==> src/rtl/assert_macros.svh <==
// Assertion macros for the RTL file that checks its own logic (the top level)
`ifndef ASSERT_MACROS_SVH
`define ASSERT_MACROS_SVH

// Same-cycle implication, checked outside reset
`define CHK_NOW(label, ante, cons) \
  label: assert property (@(posedge clk) disable iff (rst) (ante) |-> (cons)) \
    else $error("check failed");

// Next-cycle implication, checked outside reset
`define CHK_NEXT(label, ante, cons) \
  label: assert property (@(posedge clk) disable iff (rst) (ante) |=> (cons)) \
    else $error("check failed");

`endif

==> src/rtl/mbsd_pkg.sv <==
// Package: request and result codes and shared status types for the debouncer
package mbsd_pkg;

  localparam logic REQ_TICK = 1'b0;
  localparam logic REQ_IRQ  = 1'b1;

  typedef enum logic [1:0] {
    KIND_UP     = 2'd0,
    KIND_DOWN   = 2'd1,
    KIND_STATUS = 2'd2
  } result_kind_t;

  typedef struct packed {
    logic settled;
    logic busy;
  } scan_flags_t;

endpackage

==> src/rtl/mbsd_emit.sv <==
// Result buffer: holds one scan's outcome and sends its event beats, then the status beat
module mbsd_emit #(
  parameter int NUM_BUTTONS = 6,
  parameter int IDX_W       = 3
) (
  input  logic                       clk,
  input  logic                       rst,
  input  logic                       load,
  input  logic [NUM_BUTTONS-1:0]     ev_mask_in,
  input  logic [NUM_BUTTONS-1:0]     ev_up_in,
  input  logic [NUM_BUTTONS-1:0]     sample_in,
  input  logic [NUM_BUTTONS-1:0]     stable_in,
  input  mbsd_pkg::scan_flags_t      flags_in,
  output logic                       free,
  output logic                       out_valid,
  input  logic                       out_stall,
  output logic [1:0]                 result_kind,
  output logic [IDX_W-1:0]           button_index,
  output logic [NUM_BUTTONS-1:0]     sample_levels,
  output logic [NUM_BUTTONS-1:0]     stable_levels,
  output logic                       scan_settled,
  output logic                       busy_res,
  output logic                       last
);

  logic                   full;
  logic [NUM_BUTTONS-1:0] ev_mask;
  logic [NUM_BUTTONS-1:0] ev_up;
  logic [NUM_BUTTONS-1:0] sample;
  logic [NUM_BUTTONS-1:0] stable;
  mbsd_pkg::scan_flags_t  flags;
  logic [IDX_W-1:0]       low_idx;
  logic                   take;
  mbsd_pkg::result_kind_t kind;

  always_comb begin
    low_idx = '0;
    for (int i = NUM_BUTTONS - 1; i >= 0; i--) begin
      if (ev_mask[i]) begin
        low_idx = IDX_W'(i);
      end
    end
  end

  assign take      = full && !out_stall;
  assign last      = (ev_mask == '0);
  assign free      = !full || (take && last);
  assign out_valid = full;

  always_comb begin
    if (last) begin
      kind = mbsd_pkg::KIND_STATUS;
    end else if (ev_up[low_idx]) begin
      kind = mbsd_pkg::KIND_UP;
    end else begin
      kind = mbsd_pkg::KIND_DOWN;
    end
  end

  assign result_kind   = kind;
  assign button_index  = last ? '0 : low_idx;
  assign sample_levels = sample;
  assign stable_levels = stable;
  assign scan_settled  = flags.settled;
  assign busy_res      = flags.busy;

  always_ff @(posedge clk) begin
    if (rst) begin
      full <= 1'b0;
    end else if (load) begin
      full <= 1'b1;
    end else if (take && last) begin
      full <= 1'b0;
    end
  end

  always_ff @(posedge clk) begin
    if (load) begin
      ev_mask <= ev_mask_in;
      ev_up   <= ev_up_in;
      sample  <= sample_in;
      stable  <= stable_in;
      flags   <= flags_in;
    end else if (take && !last) begin
      ev_mask <= ev_mask & (ev_mask - NUM_BUTTONS'(1));
    end
  end

endmodule

==> src/rtl/multi_button_shift_debouncer.sv <==
// Top level: shift-history button debouncer with pending-edge sampling
// An interrupt beat gives no result. A scan tick updates all
// histories and stable levels in the cycle it is taken, then the result buffer sends one
// beat per button event, lowest button first, and a closing status beat: a tick gives
// events + 1 beats (1 to NUM_BUTTONS + 1). The next beat of either kind is taken
// in the cycle the status beat leaves; until then the input is stalled.
module multi_button_shift_debouncer #(
  parameter int NUM_BUTTONS  = 6,
  parameter int HISTORY_BITS = 5,
  localparam int IDX_W = (NUM_BUTTONS > 1) ? $clog2(NUM_BUTTONS) : 1
) (
  input  logic                   clk,
  input  logic                   rst,
  input  logic                   in_valid,
  output logic                   in_stall,
  input  logic                   req_type,
  input  logic [NUM_BUTTONS-1:0] pin_levels,
  input  logic [NUM_BUTTONS-1:0] edge_flags,
  output logic                   out_valid,
  input  logic                   out_stall,
  output logic [1:0]             result_kind,
  output logic [IDX_W-1:0]       button_index,
  output logic [NUM_BUTTONS-1:0] sample_levels,
  output logic [NUM_BUTTONS-1:0] stable_levels,
  output logic                   scan_settled,
  output logic                   busy_res,
  output logic                   last
);

  logic [HISTORY_BITS-1:0] hist [NUM_BUTTONS];
  logic [HISTORY_BITS-1:0] hist_next [NUM_BUTTONS];
  logic [NUM_BUTTONS-1:0]  stable;
  logic [NUM_BUTTONS-1:0]  stable_next;
  logic [NUM_BUTTONS-1:0]  pending;
  logic                    busy;
  logic                    busy_next;
  logic [NUM_BUTTONS-1:0]  sample;
  logic [NUM_BUTTONS-1:0]  ev_up;
  logic [NUM_BUTTONS-1:0]  ev_down;
  logic [NUM_BUTTONS-1:0]  quiet;
  logic                    settled;
  logic                    free;
  logic                    in_take;
  logic                    tick_take;
  logic                    irq_take;
  mbsd_pkg::scan_flags_t   flags;

  assign in_stall  = !free;
  assign in_take   = in_valid && !in_stall;
  assign tick_take = in_take && (req_type == mbsd_pkg::REQ_TICK);
  assign irq_take  = in_take && (req_type == mbsd_pkg::REQ_IRQ);

  assign sample = (pending != '0) ? (stable ^ pending) : pin_levels;

  always_comb begin
    for (int i = 0; i < NUM_BUTTONS; i++) begin
      hist_next[i] = {hist[i][HISTORY_BITS-2:0], sample[i]};
      ev_up[i]     = !stable[i] && (&hist_next[i]);
      ev_down[i]   = stable[i] && !(|hist_next[i]);
      quiet[i]     = (&hist_next[i]) || !(|hist_next[i]);
    end
  end

  assign settled     = &quiet;
  assign stable_next = stable ^ (ev_up | ev_down);
  assign busy_next   = settled ? 1'b0 : busy;
  assign flags       = '{settled: settled, busy: busy_next};

  always_ff @(posedge clk) begin
    if (rst) begin
      for (int i = 0; i < NUM_BUTTONS; i++) begin
        hist[i] <= '1;
      end
      stable  <= '1;
      pending <= '0;
      busy    <= 1'b0;
    end else if (tick_take) begin
      for (int i = 0; i < NUM_BUTTONS; i++) begin
        hist[i] <= hist_next[i];
      end
      stable  <= stable_next;
      pending <= '0;
      busy    <= busy_next;
    end else if (irq_take) begin
      pending <= pending | edge_flags;
      if (edge_flags != '0) begin
        busy <= 1'b1;
      end
    end
  end

  mbsd_emit #(
    .NUM_BUTTONS (NUM_BUTTONS),
    .IDX_W       (IDX_W)
  ) u_emit (
    .clk           (clk),
    .rst           (rst),
    .load          (tick_take),
    .ev_mask_in    (ev_up | ev_down),
    .ev_up_in      (ev_up),
    .sample_in     (sample),
    .stable_in     (stable_next),
    .flags_in      (flags),
    .free          (free),
    .out_valid     (out_valid),
    .out_stall     (out_stall),
    .result_kind   (result_kind),
    .button_index  (button_index),
    .sample_levels (sample_levels),
    .stable_levels (stable_levels),
    .scan_settled  (scan_settled),
    .busy_res      (busy_res),
    .last          (last)
  );

`include "assert_macros.svh"

  `CHK_NOW(a_pending_busy, pending != '0, busy)
  `CHK_NEXT(a_tick_out, tick_take, out_valid)
  `CHK_NEXT(a_drain, out_valid && !out_stall && last && !tick_take, !out_valid)

endmodule

==> config.mk <==
export PLATFORM = sky130hd
export DESIGN_NAME = multi_button_shift_debouncer
export DESIGN_NICKNAME = d
export VERILOG_FILES = /design/src/rtl/mbsd_pkg.sv /design/src/rtl/mbsd_emit.sv /design/src/rtl/multi_button_shift_debouncer.sv
export VERILOG_INCLUDE_DIRS = /design/src /design/src/rtl
export SDC_FILE = /design/constraint.sdc
export NUM_CORES = 1
export LEC_CHECK = 0
export ABC_AREA = 1
export BUFFER_PORTS_ARGS = -buffer_cell sky130_fd_sc_hd__buf_2
export CAP_MARGIN = 20
export CORE_ASPECT_RATIO = 0.7
export CORE_MARGIN = 1
export CORE_UTILIZATION = 46
export DETAILED_ROUTE_END_ITERATION = 8
export MAX_ROUTING_LAYER = met4
export PLACE_DENSITY = 0.65
export SLEW_MARGIN = 20
export SYNTH_ARGS = -nofsm -noshare
export SYNTH_HDL_FRONTEND = slang
export SYNTH_SLANG_ARGS = --single-unit
==> constraint.sdc <==
create_clock -name clk -period 2.1 [get_ports clk]
set_clock_uncertainty 0.2 [all_clocks]
set_input_delay 0.315 -clock clk [delete_from_list [all_inputs] [get_ports clk]]
set_output_delay 0.315 -clock clk [all_outputs]
set_load 0.03 [all_outputs]
* Word-level counts from Yosys, hierarchy flattened
Memory sizes are Yosys's and may differ from the RTL's.
Cells that the tools add are included.
** Storage, ports and cells
- Register bits :: 40
- Latch bits :: 0
- Bits in writable memories :: 30
- ROM bits :: 0
- Input bits :: 17
- Output and inout port bits :: 22
- Logic and storage cells :: 119
- Memories kept :: 1
** Operators by class
- $add $sub $neg :: 1
- Multiply operators :: 0
- Divide/modulo/power cells :: 0
- Magnitude comparators :: 1
- Eq/ne operators :: 0
- Shift-type cells :: 0
- Multiplexer cells :: 31
- Bitwise operators :: 12
- Reductions and logical operators :: 63
** Memory list
- hist :: words 6, bits a word 5, read ports 6, clocked after memory_dff 0, wr ports 6, line multi_button_shift_debouncer.sv:30 : logic [HISTORY_BITS-1:0] hist [NUM_BUTTONS];
** Operator list (count)
- 5-bit two-way mux :: 6
- 5-bit AND reduction :: 6
- 5-bit OR reduction :: 6
- 3-bit two-way mux :: 7
- 1-bit logical AND :: 18
- 6-bit two-way mux :: 3
- 1-bit zero test :: 16
- 1-bit two-way mux :: 13
- 6-bit bitwise OR :: 2
- 6-bit nonzero test :: 2
- 6-bit bitwise XOR :: 2
- 2-bit nonzero test :: 4
- 1-bit logical OR :: 7
- 6-bit bitwise AND :: 1
- 6-bit zero test :: 1
- 1-bit bitwise OR :: 6
- 6-bit AND reduction :: 1
- 6-bit by 1-bit subtractor with 6-bit output, second input constant :: 1
- 3-bit by 4-bit < comparator with 1-bit output, second input constant :: 1
- 1-bit binary-select mux with 3-bit select :: 1
- 2-bit two-way mux :: 1
- 2-bit AND reduction :: 1
- 2-bit OR reduction :: 1
- 1-bit inverter :: 1

* Depth between registers and ports, before layout
Gate-level depths: netlist of the first run.
- Depth in word-level cells :: 10
- Mapped depth :: 12
- Gate-level depth less buffers :: 12

* By module
From an unflattened synthesis of the first run, not the netlist that was laid out.
** Second synthesis, totals
- Cells, all modules :: 336
- Area total of the unflattened synthesis :: 3145.5 um^2
** By module, submodules not included
- multi_button_shift_debouncer :: instances 1, cells an instance 250, area an instance 2048.2 um^2, seq. area each 980.9 um^2
- mbsd_emit :: instances 1, cells an instance 86, area an instance 1097.3 um^2, seq. area each 800.8 um^2

* Least setup slack after synthesis of the first run
No wires, ideal clock.
- Kind :: reg2reg
- Start point :: reg u_emit.ev_mask[1]
- End point :: reg u_emit.ev_mask[3] (data pin)
- Library setup time :: 275 ps
- Data arrival time :: 1903 ps
- Data required time :: 1625 ps
- Path slack :: -279 ps
- Cell stages (with the launch flop) :: 10
- Buffers on the path :: 1
- Clock period less this slack :: 2379 ps
- Path through :: edfxtp_1 -> nor2_4 -> nand2_2 -> nor3_4 -> nand2_1 -> nand2_2 -> nand2_4 -> nor2_8 -> buf_2 -> o21ai_0
** Between the ends
- Longest elaborated chain between the ends :: 6
- Elaborated cells on any way between the ends :: 9
- Classes of those cells :: add/sub (1); mux (2); bitwise (1); reduce/logical (5)
** RTL lines
- start, declared :: line mbsd_emit.sv:27 : logic [NUM_BUTTONS-1:0] ev_mask;
- start signal, assigned :: line mbsd_emit.sv:79 : ev_mask <= ev_mask_in;
- start signal, assigned :: line mbsd_emit.sv:85 : ev_mask <= ev_mask & (ev_mask - NUM_BUTTONS'(1));
- 6-bit zero test :: line mbsd_emit.sv:46 : assign last = (ev_mask == '0);
- via last :: line multi_button_shift_debouncer.sv:27 : output logic last
- 1-bit logical AND :: line mbsd_emit.sv:47 : assign free = !full || (take && last);
- 1-bit logical OR :: line mbsd_emit.sv:47
- 1-bit logical AND :: line multi_button_shift_debouncer.sv:49 : assign in_take = in_valid && !in_stall;
- 1-bit logical AND :: line multi_button_shift_debouncer.sv:50 : assign tick_take = in_take && (req_type == mbsd_pkg::REQ_TICK);
- via tick_take :: line multi_button_shift_debouncer.sv:44 : logic tick_take;
- 6-bit two-way mux :: line mbsd_emit.sv:78 : if (load) begin
The timed path passes the listed nets, and every way through them passes these cells. The select of a mux whose other input is x is not followed.
A chain may end at the register's enable or synchronous reset.

* Worst setup path in the final report of the first run
- Start point :: reg u_emit.ev_mask[5]
- End point :: out result_kind[0]
** Between the ends
- Longest elaborated chain between the ends :: 10
- Elaborated cells on any way between the ends :: 11
- Classes of those cells :: mux (10); reduce/logical (1)
** RTL lines
- 3-bit two-way mux (6 in a row) :: line mbsd_emit.sv:39 : if (ev_mask[i]) begin
- 1-bit binary-select mux with 3-bit select :: line mbsd_emit.sv:53 : end else if (ev_up[low_idx]) begin
- 1-bit two-way mux (implied by the code) :: line mbsd_emit.sv:53
- 1-bit two-way mux :: line mbsd_emit.sv:53
- 2-bit two-way mux (*) :: line mbsd_emit.sv:51 : if (last) begin
- end, declared :: line multi_button_shift_debouncer.sv:21 : output logic [1:0] result_kind,
Mark *: on every way between the ends. The rest lies on a longest branch, timed or not. The select of a mux whose other input is x is not followed.

==> impl_summary.log, run 1 <==
[metrics] run status: finished, violations left
[metrics] violations in the final reports: setup timing
[metrics] count of final hold-check violations: 0
[metrics] top area cells in the synthesized netlist: sky130_fd_sc_hd__edfxtp_1 (50%), sky130_fd_sc_hd__dfxtp_1 (9.3%), sky130_fd_sc_hd__nand2_1 (9.2%)
[metrics] P per Cell Area: 730 nW/um^2
[metrics] Util after Layout: between 60% and 70%
[metrics] top routing layer in use: met4
[metrics] count of fill cells added during filler insertion: 546
[metrics] average via count per standard cell: 5.04
[metrics] total core area: about 6300 um^2
[metrics] maximum clock rate: around 440 MHz
[metrics] number of nets in the layout: 415
[metrics] final critical-path setup slack: -0.151 ns
[metrics] data required time at the worst endpoint: 1.58 ns
[metrics] average routed wire per standard cell: approximately 15 um
[metrics] flop and latch count out of synthesis: 64
[metrics] worst-margin pin slew: between 0.8 and 0.9 ns
[metrics] final weighted congestion in routability-driven placement: 0.807
[metrics] proportion of layout cells with a drive suffix above 1: 28.0%
[metrics] number of clock sinks seen by CTS: 64
[metrics] reported leakage power: 1.71 nW
[metrics] highest net fanout along the worst path: 6
[metrics] Max-Cap Viols: 0
[metrics] data arrival time of the worst path: 1.74 ns
[metrics] Yosys cell types: 31
[metrics] unrepaired setup endpoints after global routing: true
[metrics] shortest period the worst path allows: 2.25 ns
[metrics] critical path type: flip-flop to primary output
[metrics] # H-tree levels: 3
[metrics] floorplan row count: 24
[metrics] area growth from synthesis to layout: 30.7%
[metrics] number of buffers created by CTS: 9
[metrics] type of the worst min-delay path: input pin to flip-flop
[metrics] TritonCTS clock tree: yes
[metrics] wire length on met1: 3.29 mm
[metrics] post-detailed-routing wire length: 7.11 mm
[metrics] Max IR drop VDD: approximately 0.45 mV
[metrics] effective utilization at floorplan: 47.9%
[metrics] Critical Path Sink Type: primary output
[metrics] endpoints failing setup: 62
[metrics] first-pass GRT wire length: 10.6 mm
[metrics] maximum clock path buffer count: 2
[metrics] floorplan die height: 69.7 um
[metrics] gr usage total: 21.7%
[metrics] Synth area leader: sky130_fd_sc_hd__edfxtp_1
[metrics] die outline area: 6870 um^2
[metrics] Final Cycle Share: 107%
[metrics] detailed-routing iteration count for the pre-antenna-repair pass: 4
[metrics] detailed-routed wire length on met2: 3.37 mm
[metrics] EDFF count, synth: 50
[metrics] # port buffers: 38
[metrics] detailed-placement wirelength estimate: 4.78 mm
[metrics] total congestion overflow after global routing: 0
[metrics] most numerous cell in the Yosys netlist: sky130_fd_sc_hd__nand2_1
[metrics] fraction of synthesized cell area taken by the top area cell type: 49.9%
[metrics] synthesized netlist cell count: 322
[metrics] clock-pin slew reported for the worst setup and hold paths after clock tree synthesis: 0.07 ns
[metrics] Avg Inst Size Synth: 9.34 um^2
[metrics] CTS root buffer: sky130_fd_sc_hd__clkbuf_8
[metrics] antenna cells: 0
[metrics] Horiz. Die Dim: 98.7 um
[metrics] maximum number of pins on one net before global-route repair: 33
[metrics] number of design-rule violations left by the first detailed-router iteration: ~110
[metrics] number of max-slew violations in the final report: 0
[metrics] post-synthesis sequential area ratio: 59.2%
[metrics] number of global-route vias before repair: 2209
[metrics] type of element launching the critical path: flip-flop
[metrics] total standard cell area after synthesis: around 3000 um^2
[metrics] total I/O pin count: 39
[metrics] clock latency of the later-clocked register in the worst-skew pair: 0.33 ns
[metrics] final setup TNS: -5.14 ns
[metrics] number of nets in the synthesized netlist: 339
[metrics] top cell types by occurrence after synthesis: sky130_fd_sc_hd__nand2_1 (74), sky130_fd_sc_hd__inv_1 (51), sky130_fd_sc_hd__edfxtp_1 (50)
[metrics] Worst Hold Margin: 0.0354 ns
[metrics] fraction of synthesis flops using an asynchronous set or reset pin: 0%
[metrics] Relative slew margins: around 47%
[metrics] met3 wire length: 401 um
[metrics] most common flop cell mapped by yosys: sky130_fd_sc_hd__edfxtp_1
[metrics] total DRC errors in the routed layout: 0
[metrics] warning count from the yosys run: 0
[metrics] number of antenna violations at the first check in global routing: 0
[metrics] antenna violation net count after detailed routing: 0
[metrics] routed vias: 2424
-- layer usage --
metal	GRT usage [%]	vias up
met5	-	-
met4	9.95	0
met3	5.54	4
met2	32.7	70
met1	27.6	1134
li1	-	1216
-- state kept, by name, indices dropped and copies added, names as in the netlist, 6 cells and up --
| register | count |
|---|---|
| hist | 24 |
| u_emit.ev_mask | 6 |
| pending | 6 |
| u_emit.sample_levels | 6 |
| stable | 6 |
| u_emit.stable_levels | 6 |
| u_emit.ev_up | 6 |
-- what timing repair did --
item                       in CTS  in global routing
hold endpoints to repair        1                  0
hold buffers                    1                  0
cloned                          0                  6
setup buffers                   2                  8
setup endpoints to repair       3                 73
resized for setup               8                 35
pin swaps                       2                  4
-- logic make-up after synthesis --
kind of cell / Yosys count / synth area share, %
flip-flops: 64 / 59.2
buffers and inverters: 59 / 8.15
AND/OR/NAND/NOR: 152 / 23.7
XOR/XNOR: 5 / 1.46
AO/OA/AOI/OAI: 42 / 7.45
-- critical path: stages (launching register included) --
cell and delay [ns]:
sky130_fd_sc_hd__edfxtp_1 0.37, sky130_fd_sc_hd__inv_1 0.06, sky130_fd_sc_hd__nor2_2 0.12, sky130_fd_sc_hd__o21ai_1 0.08, sky130_fd_sc_hd__nand2_1 0.11, sky130_fd_sc_hd__nand2_4 0.09
sky130_fd_sc_hd__a21oi_2 0.11, sky130_fd_sc_hd__o21ai_1 0.07, sky130_fd_sc_hd__a21oi_1 0.17, sky130_fd_sc_hd__nor2_1 0.07, sky130_fd_sc_hd__buf_4 0.17
-- path summary, 6_finish.rpt --
check                    start              to  slack (ns)  cells past startpoint
max          u_emit.ev_mask[5]  result_kind[0]       -0.15                     10
min              edge_flags[3]      pending[3]        0.04                      3
min reg2reg               busy            busy        0.30                      2
max reg2reg  u_emit.ev_mask[3]      hist[3][0]       -0.14                     11
-- placed cells by master (no fill, tap or decap), drive strengths merged, types with 5 or more instances in the layout --
| cell | count |
|---|---|
| o21ai | 23 |
| dfxtp | 14 |
| buf | 63 |
| inv | 54 |
| nand2 | 83 |
| nor3 | 7 |
| nand4 | 5 |
| clkinv | 5 |
| clkbuf | 13 |
| a21oi | 15 |
| edfxtp | 50 |
| or2 | 7 |
| nor2 | 39 |
| nand3 | 9 |
| xnor2 | 5 |
-- power breakdown --
part	leakage, nW	internal [mW]	switching (mW)	total [mW]
registers	0.512	1.41	0.0212	1.43
clock network	0.0922	0.537	0.447	0.984
logic	1.11	0.171	0.283	0.455
-- stage by stage --
step / setup WS (ns) / cell area, um^2 / power, mW / std cells
2_1_floorplan: -0.148 / 3030 / 1.69 / 322
3_3_place_gp: 0.100 / 3390 / 1.81 / 448
3_5_place_dp: 0.0128 / 3390 / 1.81 / 448
4_1_cts: -0.109 / 3610 / 2.81 / 467
5_1_grt: -0.296 / 3930 / 3.00 / 481
6_report: -0.151 / 3930 / 2.87 / 481
-- layout make-up --
type	instances	area, um^2	area share [%]
tap	78	97.6	2.48
clock buffer	11	131	3.34
clock inverter	5	47.5	1.21
timing repair inverter	1	8.76	0.223
inverter	54	223	5.67
multi-input combinational	202	1110	28.3
timing repair buffer	66	528	13.4
sequential	64	1780	45.3
Power figures use the tool's default switching activity.
==> run 2: changes to the inputs <==
clock period = 1.9 ns   (was 2.1 ns; I/O delays follow)
==> run 2 against run 1 <==
The run still ends with setup timing left. Final area is 23% higher. Power is 23% higher. Sequential share of layout area is 8.5 points lower. Utilization is 15 points higher. Die area stayed put. Cell count is 11% higher. Flip-flop and latch count stayed put. Worst hold slack worse by 0.027 ns.
==> impl_summary.log, run 2 (synthesized netlist as in run 1, its figures left out) <==
[metrics] run status: finished, violations left
[metrics] endpoints failing setup: 103
[metrics] reported leakage power: 2.18 nW
[metrics] data required time at the worst endpoint: 1.41 ns
[metrics] floorplan row count: 24
[metrics] type of element launching the critical path: flip-flop
[metrics] total DRC errors in the routed layout: 0
[metrics] number of flip-flops in the largest register: 24
[metrics] total congestion overflow after global routing: 0
[metrics] hold endpoint: pending[3]
[metrics] data arrival time of the worst path: just over 2 ns
[metrics] Final Cycle Share: 133%
[metrics] critical path type: flip-flop to primary output
[metrics] TritonCTS clock tree: yes
[metrics] routed vias: 2854
[metrics] final weighted congestion in routability-driven placement: about 0.81
[metrics] first-pass GRT wire length: about 12 mm
[metrics] count of final hold-check violations: 0
[metrics] detailed-routing iteration count for the pre-antenna-repair pass: 5
[metrics] post-route insts no fill: about 530
[metrics] violations in the final reports: setup timing
[metrics] Worst Hold Margin: 0.00861 ns
[metrics] maximum number of pins on one net before global-route repair: 18
[metrics] floorplan die height: ~70 um
[metrics] register with the most flip-flops: hist
[metrics] Horiz. Die Dim: 98.7 um
[metrics] post-detailed-routing wire length: a little over 9 mm
[metrics] Critical Path Sink Type: primary output
[metrics] top library cells by usage in the layout, fill and taps aside: sky130_fd_sc_hd__edfxtp_1 (50), sky130_fd_sc_hd__inv_1 (47), sky130_fd_sc_hd__nand2_1 (42)
[metrics] antenna cells: 0
[metrics] number of buffers created by CTS: 9
[metrics] Hold Crit Depth: 3
[metrics] Util after Layout: just under 80%
[metrics] Relative slew margins: about three fifths
[metrics] # port buffers: 38
[metrics] Post-DP Area: 3620 um^2
[metrics] effective utilization at floorplan: roughly 48%
[metrics] most frequent standard cell in the layout excluding fill and tap cells: sky130_fd_sc_hd__edfxtp_1
[metrics] number of design-rule violations left by the first detailed-router iteration: 270
[metrics] detailed-placement wirelength estimate: 4.89 mm
[metrics] total core area: approximately 6300 um^2
[metrics] Max IR drop VDD: 0.514 mV
[metrics] number of antenna violations at the first check in global routing: 0
[metrics] maximum clock rate: 397 MHz
[metrics] Design Power: 3.54 mW
[metrics] unrepaired setup endpoints after global routing: true
[metrics] worst reg-to-reg setup slack: -0.40 ns
[metrics] antenna violation net count after detailed routing: 0
[metrics] shortest period the worst path allows: 2.52 ns
[metrics] P per Cell Area: 729 nW/um^2
[metrics] proportion of layout cells with a drive suffix above 1: around half
[metrics] # H-tree levels: 3
[metrics] RR Startpoint: u_emit.ev_mask[3]
[metrics] gr usage total: 23.8%
[metrics] post-placement worst setup slack: -0.259 ns
[metrics] average routed wire per standard cell: around 18 um
[metrics] die outline area: about 7000 um^2
[metrics] clock latency of the later-clocked register in the worst-skew pair: 0.34 ns
[metrics] highest net fanout along the worst path: 6
[metrics] CTS root buffer: sky130_fd_sc_hd__clkbuf_8
[metrics] worst reg2reg path endpoint: hist[3][3]
[metrics] clock-pin slew reported for the worst setup and hold paths after clock tree synthesis: 0.07 ns
[metrics] number of clock sinks seen by CTS: 64
[metrics] total I/O pin count: 39
[metrics] average via count per standard cell: 5.36
[metrics] number of global-route vias before repair: 2452
[metrics] type of the worst min-delay path: input pin to flip-flop
[metrics] cell area after layout: between 4000 and 5000 um^2
[metrics] maximum clock path buffer count: 2
[metrics] Placed Cells incl. Taps: roughly 480
[metrics] Worst Reg2Reg Path Length in Cells: 10
[metrics] area growth from synthesis to layout: 61.3%
[metrics] number of max-slew violations in the final report: 0
[metrics] hold path startpoint: edge_flags[3]
[metrics] worst-margin pin slew: 0.576 ns
[metrics] final setup TNS: -31.48 ns
[metrics] number of nets in the layout: 466
[metrics] Max-Cap Viols: 0
[metrics] final critical-path setup slack: -0.622 ns
==> run 2: final cells by class <==
class	count	area, um^2
multi-input cells	201	1380
clock buffers	12	145
well taps	78	97.6
inverters	54	233
repair buffers	117	1140
flip-flops and latches	64	1790
clock inverters	4	45.0
fillers	359	1420
repair inverters	2	27.5
==> run 2: per-layer routing <==
metal	global-route usage [%]	share of wire, %
met1	30.0	40
met2	37.8	51
met3	6.96	7.6
met4	6.47	1.7
met5	-	0
==> run 2: worst max-delay path by stage <==
stage,start,endpoint,slack (ns),depth (start not counted)
final,u_emit.ev_mask[2],result_kind[0],-0.62,9
after global routing,u_emit.ev_mask[2],result_kind[0],-0.67,9
after CTS,u_emit.ev_mask[1],result_kind[0],-0.27,8
after detailed placement,u_emit.ev_mask[3],hist[2][0],-0.26,10
after global placement,u_emit.ev_mask[3],hist[2][0],-0.13,10
after floorplan,u_emit.ev_mask[1],u_emit.ev_mask[0],-0.33,9
==> run 2: where the power goes <==
| part | switching (mW) | leakage [nW] | internal, mW | total [mW] |
|---|---|---|---|---|
| clock network | 0.516 | 0.100 | 0.636 | 1.15 |
| logic | 0.431 | 1.57 | 0.373 | 0.804 |
| registers | 0.0253 | 0.513 | 1.56 | 1.58 |
==> run 2: what timing repair did <==
item                                    in CTS  in global routing
gates cloned                                 4                  5
gates resized for setup                     60                121
hold buffers                                 4                  1
endpoints found under the setup margin     100                105
hold endpoints to repair                     4                  1
buffers inserted                            12                 14
pin swaps                                    2                 20
==> run 2: critical path, stage by stage, from the launching register on <==
cell and delay [ns]:
sky130_fd_sc_hd__edfxtp_1 0.45, sky130_fd_sc_hd__inv_1 0.12, sky130_fd_sc_hd__o21ai_1 0.09, sky130_fd_sc_hd__nand2_1 0.11, sky130_fd_sc_hd__nand2_2 0.11, sky130_fd_sc_hd__a21oi_1 0.19, sky130_fd_sc_hd__o21ai_1 0.13, sky130_fd_sc_hd__a21oi_1 0.25
sky130_fd_sc_hd__nor2_1 0.07, sky130_fd_sc_hd__buf_4 0.17
==> run 3: changes to the inputs <==
ABC_AREA = default   (was 1)
==> run 3 against run 2 <==
The flow still finishes with violations (setup timing). Global-route usage grew 2.3 points. Sequential power grew 3%. First-iteration DRC count shrank 9.6%. Largest power group unchanged. Highest routed layer unchanged. Critical path type unchanged. Wire length grew 29%. Maximum frequency shrank 8.1%.
==> impl_summary.log, run 3 <==
[metrics] run status: finished, violations left
[metrics] violations in the final reports: setup timing
[metrics] average routed wire per standard cell: 21.0 um
[metrics] Max-Cap Viols: 0
[metrics] detailed-routing iteration count for the pre-antenna-repair pass: 5
[metrics] most numerous cell in the Yosys netlist: sky130_fd_sc_hd__edfxtp_1
[metrics] number of flip-flops in the largest register: 24
[metrics] top area cells in the synthesized netlist: sky130_fd_sc_hd__edfxtp_1 (45%), sky130_fd_sc_hd__dfxtp_1 (8.4%), sky130_fd_sc_hd__or3_1 (4.5%)
[metrics] antenna cells: 0
[metrics] buffer and inverter count on the worst path: 3
[metrics] Util after Layout: 79.2%
[metrics] total core area: 6910 um^2
[metrics] critical path type: flip-flop to primary output
[metrics] final weighted congestion in routability-driven placement: 0.820
[metrics] Yosys cell types: 46
[metrics] Horiz. Die Dim: 104 um
[metrics] Placed Cells incl. Taps: between 500 and 600
[metrics] Post-DP Area: 4290 um^2
[metrics] flop and latch count out of synthesis: 64
[metrics] fraction of synthesis flops using an asynchronous set or reset pin: 0%
[metrics] Synth area leader: sky130_fd_sc_hd__edfxtp_1
[metrics] cell area after layout: ~5500 um^2
[metrics] Worst Hold Margin: 0.0119 ns
[metrics] CP max-delay cell: sky130_fd_sc_hd__edfxtp_1
[metrics] effective utilization at floorplan: 48.5%
[metrics] Relative slew margins: between 50% and 60%
[metrics] number of clock sinks seen by CTS: 64
[metrics] post-detailed-routing wire length: between 10 and 15 mm
[metrics] floorplan row count: 25
[metrics] maximum number of pins on one net before global-route repair: 45
[metrics] number of nets in the synthesized netlist: 351
[metrics] most frequent standard cell in the layout excluding fill and tap cells: sky130_fd_sc_hd__buf_4
[metrics] detailed-placement wirelength estimate: ~6 mm
[metrics] data required time at the worst endpoint: ~1.4 ns
[metrics] maximum clock rate: about 360 MHz
[metrics] clock latency of the later-clocked register in the worst-skew pair: around 0.37 ns
[metrics] routed vias: 3414
[metrics] number of max-slew violations in the final report: 0
[metrics] TritonCTS clock tree: yes
[metrics] synthesized netlist cell count: 334
[metrics] # port buffers: 38
[metrics] Final Cycle Share: 144%
[metrics] top cell types by occurrence after synthesis: sky130_fd_sc_hd__edfxtp_1 (50), sky130_fd_sc_hd__a21oi_1 (27), sky130_fd_sc_hd__nor2_1 (27)
[metrics] shortest period the worst path allows: roughly 2.7 ns
[metrics] reported leakage power: 2.10 nW
[metrics] type of element launching the critical path: flip-flop
[metrics] post-route insts no fill: 572
[metrics] number of buffers created by CTS: 9
[metrics] area growth from synthesis to layout: 63.2%
[metrics] top library cells by usage in the layout, fill and taps aside: sky130_fd_sc_hd__buf_4 (72), sky130_fd_sc_hd__edfxtp_1 (50), sky130_fd_sc_hd__buf_2 (31)
[metrics] total congestion overflow after global routing: 0
[metrics] Design Power: 4.18 mW
[metrics] number of nets in the layout: 490
[metrics] CP max stage delay: around 0.42 ns
[metrics] P per Cell Area: 764 nW/um^2
[metrics] worst reg-to-reg setup slack: -0.75 ns
[metrics] count of final hold-check violations: 0
[metrics] # H-tree levels: 3
[metrics] ordered list of cells on the worst path: buf_6 -> a221oi_4 -> mux2i_1 -> mux2i_1 -> buf_4 -> a21oi_1 -> a311o_1 -> buf_6
[metrics] most common flop cell mapped by yosys: sky130_fd_sc_hd__edfxtp_1
[metrics] proportion of layout cells with a drive suffix above 1: 50.2%
[metrics] CTS root buffer: sky130_fd_sc_hd__clkbuf_8
[metrics] worst-margin pin slew: around 0.72 ns
[metrics] final critical-path setup slack: -0.844 ns
[metrics] gr usage total: 26.2%
[metrics] Critical Path Sink Type: primary output
[metrics] register with the most flip-flops: hist
[metrics] total I/O pin count: 39
[metrics] unrepaired setup endpoints after global routing: true
[metrics] average via count per standard cell: 5.97
[metrics] number of global-route vias before repair: 2912
[metrics] antenna violation net count after detailed routing: 0
[metrics] Max IR drop VDD: 0.576 mV
[metrics] Avg Inst Size Synth: 10.0 um^2
[metrics] clock-pin slew reported for the worst setup and hold paths after clock tree synthesis: 0.07 ns
[metrics] post-synthesis sequential area ratio: around 53%
[metrics] total standard cell area after synthesis: 3350 um^2
[metrics] die outline area: 7640 um^2
[metrics] number of antenna violations at the first check in global routing: 0
[metrics] total DRC errors in the routed layout: 0
[metrics] fraction of synthesized cell area taken by the top area cell type: 44.8%
[metrics] type of the worst min-delay path: input pin to flip-flop
[metrics] highest net fanout along the worst path: 4
[metrics] first-pass GRT wire length: between 10 and 15 mm
[metrics] floorplan die height: 73.4 um
[metrics] EDFF count, synth: 50
[metrics] data arrival time of the worst path: 2.26 ns
[metrics] warning count from the yosys run: 0
[metrics] Crit path max-delay family: compound AO/OA/AOI/OAI gates
[metrics] endpoints failing setup: 121
[metrics] maximum clock path buffer count: 2
[metrics] number of design-rule violations left by the first detailed-router iteration: 244
==> run 3: through the flow <==
stage / TNS [ns] / setup slack, ns
4_1_cts: -63.51 / -0.729
3_3_place_gp: -60.68 / -0.655
6_report: -70.99 / -0.844
2_1_floorplan: -70.80 / -0.848
3_5_place_dp: -63.57 / -0.696
5_1_grt: -77.39 / -0.935
==> run 3: kinds of logic after synthesis <==
group,Yosys count,synth area share (%)
multiplexers,6,1.79
buffers and inverters,37,4.85
AO/OA/AOI/OAI,87,17.3
flip-flops,64,53.1
AND/OR/NAND/NOR,134,21.3
XOR/XNOR,6,1.57
==> run 3: worst register-to-register path, cell delays in order, from the launching register on <==
cell and delay [ns]:
sky130_fd_sc_hd__edfxtp_1 0.42, sky130_fd_sc_hd__or4_4 0.59, sky130_fd_sc_hd__o41ai_4 0.26, sky130_fd_sc_hd__nand2_2 0.09, sky130_fd_sc_hd__or2_4 0.29, sky130_fd_sc_hd__buf_12 0.15, sky130_fd_sc_hd__clkbuf_16 0.16, sky130_fd_sc_hd__buf_12 0.13
sky130_fd_sc_hd__clkinv_8 0.06, sky130_fd_sc_hd__o211ai_1 0.09, sky130_fd_sc_hd__o211ai_1 0.11
==> run 3: path summary, 6_finish.rpt <==
path | start | end | cells past startpoint
worst max-delay path | u_emit.ev_mask[2] | result_kind[0] | 8
worst min-delay path | edge_flags[2] | pending[2] | 3
worst max register to register | u_emit.ev_mask[3] | stable[0] | 10
worst min register to register | busy | busy | 2
==> run 3: cell type report <==
class                   count  area [um^2]
inverters                  10         63.8
well taps                  94          118
repair buffers            149         1350
flip-flops and latches     64         1790
repair inverters            3         62.6
fillers                   412         1440
clock buffers              16          223
multi-input cells         236         1870
==> run 3: layer usage <==
layer,GRT usage [%],routed length (um),up-vias
met5,-,0,-
met4,11.0,470,0
met3,5.94,1080,40
met1,34.4,4940,1635
met2,39.4,5500,191
li1,-,-,1548
==> run 3: repair_timing <==
item                                    4_1_cts  5_1_grt
setup buffers                                 4       22
pin swaps                                    11       30
cloned                                        2       10
resized for setup                            31       95
hold buffers                                  4        0
endpoints found under the hold margin         4        0
endpoints found under the setup margin      116      121
==> run 3: power by group <==
| group | internal (mW) | switching, mW |
|---|---|---|
| clock | 0.742 | 0.549 |
| combinational | 0.617 | 0.658 |
| sequential | 1.58 | 0.0354 |
